==> src/hw/rtl/wmqs_queue.sv <==
`timescale 1ns / 1ps
module wmqs_queue #(
	parameter int WIDTH = 8,
	parameter int DEPTH = 2
) (
	input  logic             clk,
	input  logic             arst_n,
	input  logic             push,
	input  logic [WIDTH-1:0] push_data,
	output logic             full,
	input  logic             pop,
	output logic [WIDTH-1:0] pop_data,
	output logic             empty
);

	localparam int PTR_W = (DEPTH > 1) ? $clog2(DEPTH) : 1;
	localparam int CNT_W = $clog2(DEPTH + 1);

	logic [WIDTH-1:0] slot_q [DEPTH];
	logic [PTR_W-1:0] wr_ptr_q;
	logic [PTR_W-1:0] rd_ptr_q;
	logic [CNT_W-1:0] count_q;
	logic             push_ok;
	logic             pop_ok;

	assign full = (count_q == CNT_W'(DEPTH));
	assign empty = (count_q == '0);
	assign push_ok = push && !full;
	assign pop_ok = pop && !empty;
	assign pop_data = slot_q[rd_ptr_q];

	always_ff @(posedge clk or negedge arst_n) begin
		if (!arst_n) begin
			wr_ptr_q <= '0;
			rd_ptr_q <= '0;
			count_q <= '0;
		end else begin
			if (push_ok) begin
				wr_ptr_q <= (wr_ptr_q == PTR_W'(DEPTH - 1)) ? '0 : wr_ptr_q + 1'b1;
			end
			if (pop_ok) begin
				rd_ptr_q <= (rd_ptr_q == PTR_W'(DEPTH - 1)) ? '0 : rd_ptr_q + 1'b1;
			end
			case ({push_ok, pop_ok})
				2'b10: count_q <= count_q + 1'b1;
				2'b01: count_q <= count_q - 1'b1;
				default: count_q <= count_q;
			endcase
		end
	end

	always_ff @(posedge clk) begin
		if (push_ok) begin
			slot_q[wr_ptr_q] <= push_data;
		end
	end

endmodule

==> config.mk <==
export PLATFORM = sky130hd
export DESIGN_NAME = wmqs_queue
export DESIGN_NICKNAME = d
export VERILOG_FILES = /design/src/hw/rtl/wmqs_queue.sv
export SDC_FILE = /design/constraint.sdc
export NUM_CORES = 1
export LEC_CHECK = 0
export BUFFER_PORTS_ARGS = -buffer_cell sky130_fd_sc_hd__clkbuf_2
export CAP_MARGIN = 20
export CORE_UTILIZATION = 48
export DETAILED_ROUTE_END_ITERATION = 10
export HOLD_SLACK_MARGIN = 0.15
export PLACE_DENSITY = 0.81
export SLEW_MARGIN = 20
export SYNTH_ARGS = -nofsm -noshare
export SYNTH_HDL_FRONTEND = slang
export SYNTH_SLANG_ARGS = --single-unit
==> constraint.sdc <==
create_clock -name clk -period 1.75 [get_ports clk]
set_clock_uncertainty 0.2 [all_clocks]
set_input_delay 0 -clock clk [delete_from_list [all_inputs] [get_ports clk]]
set_output_delay 0 -clock clk [all_outputs]
set_load 0.05 [all_outputs]
* Word-level counts from Yosys, hierarchy flattened
Memory sizes are Yosys's and may differ from the RTL's.
Index checks and enable logic that the tools add are counted.
** Word-level totals
- Bits in registers :: 4
- RAM bits :: 16
- Input port bits :: 12
- Output and inout bits :: 10
- Word-level logic and storage cells :: 22
- Memories kept :: 1
** Memory list
- slot_q :: depth 2, bits a word 8, rd ports 1, clocked after Yosys merged registers in 0, write ports 1, RTL line 19 : logic [WIDTH-1:0] slot_q [DEPTH];
** Operators by class
- Add/subtract/negate cells :: 4
- Eq/ne operators :: 3
- Multiplexer cells :: 5
- Reductions and logical operators :: 6
** Operators with widths (number)
- $eq A2 B2 Y1 const B :: 2
- $mux W1 :: 4
- $pmux W2 S2 :: 1
- $add A1 B1 Y1 const B :: 2
- $add A2 B1 Y2 const B :: 1
- $eq A2 B1 Y1 const B :: 1
- $logic_and A1 B1 Y1 :: 2
- $logic_not A1 Y1 :: 2
- $logic_not A2 Y1 :: 1
- $reduce_bool A2 Y1 :: 1
- $sub A2 B1 Y2 const B :: 1

* Longest topological paths before layout
- Depth in word-level cells :: 5
- Gate-level depth with buffers :: 6
- Mapped depth without buffers :: 6

* Least setup slack after synthesis
Ideal clock, no wire load.
- Path kind :: register -> register
- Start point :: register count_q[0]
- End point :: register count_q[1]
- Arrival time :: 1.813 ns
- Data required time :: 1.471 ns
- Slack :: -0.342 ns
- Stages on the path, launching flop included :: 6
- Cells stage by stage :: dfrtp_1 > nor2_1 > nor2b_2 > ha_1 > nor2_1 > xor2_1
** Between the ends
- Longest elaborated chain between the ends :: 5
** Ends and longest elaborated chain
- start, declared :: RTL line 22 : logic [CNT_W-1:0] count_q;
- start signal, assigned :: RTL line 45 : 2'b10: count_q <= count_q + 1'b1;
- start signal, assigned :: RTL line 46 : 2'b01: count_q <= count_q - 1'b1;
- start signal, assigned :: RTL line 47 : default: count_q <= count_q;
- $logic_not A2 Y1 (*) :: RTL line 27 : assign empty = (count_q == '0);
- named net empty :: RTL line 13 : output logic empty
- $logic_not A1 Y1 (*) :: RTL line 29 : assign pop_ok = pop && !empty;
- $logic_and A1 B1 Y1 (*) :: RTL line 29
- named net pop_ok :: RTL line 24 : logic pop_ok;
- $eq A2 B1 Y1 / $eq A2 B2 Y1 (equally long branches) :: RTL line 44 : case ({push_ok, pop_ok})
- $pmux W2 S2 / $reduce_bool A2 Y1 (equally long branches)
Mark *: on every way through the listed nets, which the timed path passes. The rest lies on a longest branch.
A chain may end at the register's enable or synchronous reset.

* Final worst setup path
- Start point :: register count_q[0]
- End point :: register count_q[1]
** Between the ends
- Longest elaborated chain between the ends :: 5
** Ends and longest elaborated chain (RTL line)
- $eq A2 B2 Y1 / $logic_not A2 Y1 (equally long branches) :: 26, 27
- $logic_not A1 Y1, on equally long branches :: 28, 29
- $logic_and A1 B1 Y1, on equally long branches :: 28, 29
- $eq A2 B1 Y1 / $eq A2 B2 Y1 (equally long branches) :: 44
- $pmux W2 S2 / $reduce_bool A2 Y1 (equally long branches)
Parallel ways exist; a longest one is shown, timed or not.

==> flow_metrics.tcl <==
set metrics [dict create \
    r2r_end "count_q[1]$_DFFE_PN0P_" \
    htreeDepth 1 \
    final_core_util_pct 70.6 \
    drive_gt1_share_pct 46.9 \
    worstSetupStartpointType "flip-flop" \
    hold_path_class "in2reg" \
    port_buffers 21 \
    synth_most_common_cell "edfxtp_1" \
    tightestPinTransition_ns 0.388 \
    powerDensity_mw_per_mm2 1740 \
    grt_max_degree 12 \
    synth_edf_count 16 \
    wirelength_mm 1.22 \
    synth_nets 56 \
    crit_arrival_ns 1.63 \
    max-vdd-ir-drop_mv 0.881 \
    ant_nets 0 \
    antenna_found_initial 0 \
    fin_crit_ns 1.61 \
    ys_ff_latch 20 \
    status "completed" \
    gp_congestion 0.637 \
    clk_latency_ns 0.28 \
    avgSynthCellArea_sq_um 18.0 \
    grt_pass1_vias 471 \
    crit_path_start "count_q[0]$_DFFE_PN0P_" \
    gr-usage-all-layers_pct 15.5 \
    placed_cell_area_sq_um 915 \
    die_w_um 42.1 \
    cp_data_required_time_ns 1.76 \
    finalSetupViolCount 0 \
    rsz0062_at_grt "no" \
    async_reset_ff_share_pct 20.0 \
    tns_ns 0 \
    cts_buffer_depth 2 \
    cts_tree "built" \
    yosysSeqAreaShare_pct 75.2 \
    root_buffer "clkbuf_4" \
    layout.nets 95 \
    setup.worst_path.end "count_q[1]$_DFFE_PN0P_" \
    fp-row-count 14 \
    final_cell_area_sq_mm 0.00106 \
    crit_type "reg2reg" \
    r2r-start "count_q[0]$_DFFE_PN0P_" \
    die_h_um 42.1 \
    instances_no_fill 97 \
    ff2ff_path_depth 5 \
    cp_max_fo 4 \
    final_max_slew_viol_count 0 \
    drc 0 \
    area_growth_pct 37.8 \
    crit_path_end_kind "flip-flop" \
    synth_top_area_share_pct 62.2 \
    r2r_slack_ns 0.14 \
    synth_largest_area_cell "edfxtp_1" \
    wl_per_cell_um 12.5 \
    drtIter0Drc 5 \
    start_util_pct 51.2 \
    synthCells 43 \
    dp_hpwl_um 875 \
    p_leak_nw 0.441 \
    synthTopCellsByArea "edfxtp_1 62%, dfrtp_1 13%, mux2_2 12%, xnor2_1 3.4%, xor2_1 2.3%" \
    syn_area_sq_um 772 \
    grt_pass1_wl_mm 2.01 \
    hold_slack_ns 0.243 \
    io_pins 22 \
    numCtsBuffers 3 \
    clk_pin_slew_ns 0.10 \
    worstHoldPathCells 2 \
    max-slew-margin-rel_pct 74.1 \
    core_sq_mm 0.00151 \
    dp.cells 81 \
    hold_viol 0 \
    fmax_mhz 620 \
    synth-main-ff-cell "edfxtp_1" \
    vias 468 \
    yosysWarnings 0 \
    maxCapViolations 0 \
    overflow 0 \
    drtPass1Iterations 4 \
    period_share_pct 92.2 \
    diodes 0 \
    synthDistinctLibCells 13 \
    vias_per_cell 4.82 \
    die-area_sq_mm 0.00177 \
    num-fill-cells 108 \
    synth_common_cells "16 x edfxtp_1, 8 x mux2_2, 4 x dfrtp_1" \
    clock_sinks 20 \
]
[layout by cell type (no fill, tap or decap), types with 3 or more instances in the layout]
cell type	netlist	layout
dlygate4sd3_1	0	12
xnor2_1	3	3
clkbuf_2	0	21
mux2_2	8	8
edfxtp_1	16	16
clkbuf_4	0	3
[worst max-delay path, stage by stage (launching register included)]
cell      delay [ns]
dfrtp_2         0.46
nand2b_1        0.19
nand2_1         0.14
ha_1            0.28
nor2_1          0.14
xor2_1          0.14
[through the flow]
step	power (mW)	setup slack (ns)
after floorplan	1.45	0.0918
after global placement	1.61	0.183
after detailed placement	1.64	0.0914
after CTS	1.87	0.0368
after global routing	1.95	0.0302
final	1.86	0.137
[logic make-up after synthesis]
| group | Yosys count | synth area share, % |
|---|---|---|
| flip-flops | 20 | 75.2 |
| multiplexers | 8 | 11.7 |
| AND/OR/NAND/NOR | 7 | 4.70 |
| XOR/XNOR | 5 | 5.67 |
| buffers and inverters | 2 | 1.13 |
| adder cells (fa/ha/maj) | 1 | 1.62 |
[power by group]
group | internal, mW | switching, mW
registers | 0.670 | 0.106
logic | 0.294 | 0.580
clock network | 0.0826 | 0.122
total | 1.05 | 0.808
[worst min path at each step]
| stage | start | to | slack (ns) |
|---|---|---|---|
| floorplan | arst_n | count_q[0]$_DFFE_PN0P_ | -0.50 |
| finish | push_data[0] | slot_q[0][0]$_DFFE_PP_ | 0.24 |
| global placement | arst_n | count_q[1]$_DFFE_PN0P_ | -0.39 |
| CTS | push_data[4] | slot_q[1][4]$_DFFE_PP_ | 0.23 |
| global route | push_data[2] | slot_q[1][2]$_DFFE_PP_ | 0.23 |
| detailed placement | arst_n | rd_ptr_q$_DFFE_PN0P_ | -0.39 |
[cell type report]
type	instances	area (sq um)	share of cell area, %
clock inverters	1	3.75	0.353
flip-flops and latches	20	583	54.8
multi-input cells	21	190	17.9
clock buffers	3	22.5	2.12
well taps	16	20.0	1.88
repair buffers	35	240	22.6
inverters	1	3.75	0.353
[state kept, by name (all words and copies together), names as in the netlist]
register  flops
wr_ptr_q      1
slot_q       16
rd_ptr_q      1
count_q       2
[per-layer routing]
| metal | global-route usage (%) | up-vias | routed length [um] |
|---|---|---|---|
| met5 | 0 | - | 0 |
| met4 | 5.63 | 0 | 0 |
| met3 | 2.59 | 0 | 43 |
| met2 | 28.1 | 17 | 649 |
| met1 | 18.4 | 221 | 524 |
| li1 | - | 230 | - |
[timing repair]
| action | 4_1_cts | 5_1_grt |
|---|---|---|
| endpoints found under the setup margin | 0 | 6 |
| gates resized for setup | 0 | 2 |
| setup buffers | 0 | 0 |
| hold buffers | 12 | 0 |
| endpoints found under the hold margin | 40 | 0 |
(Power assumes the default switching activity.)
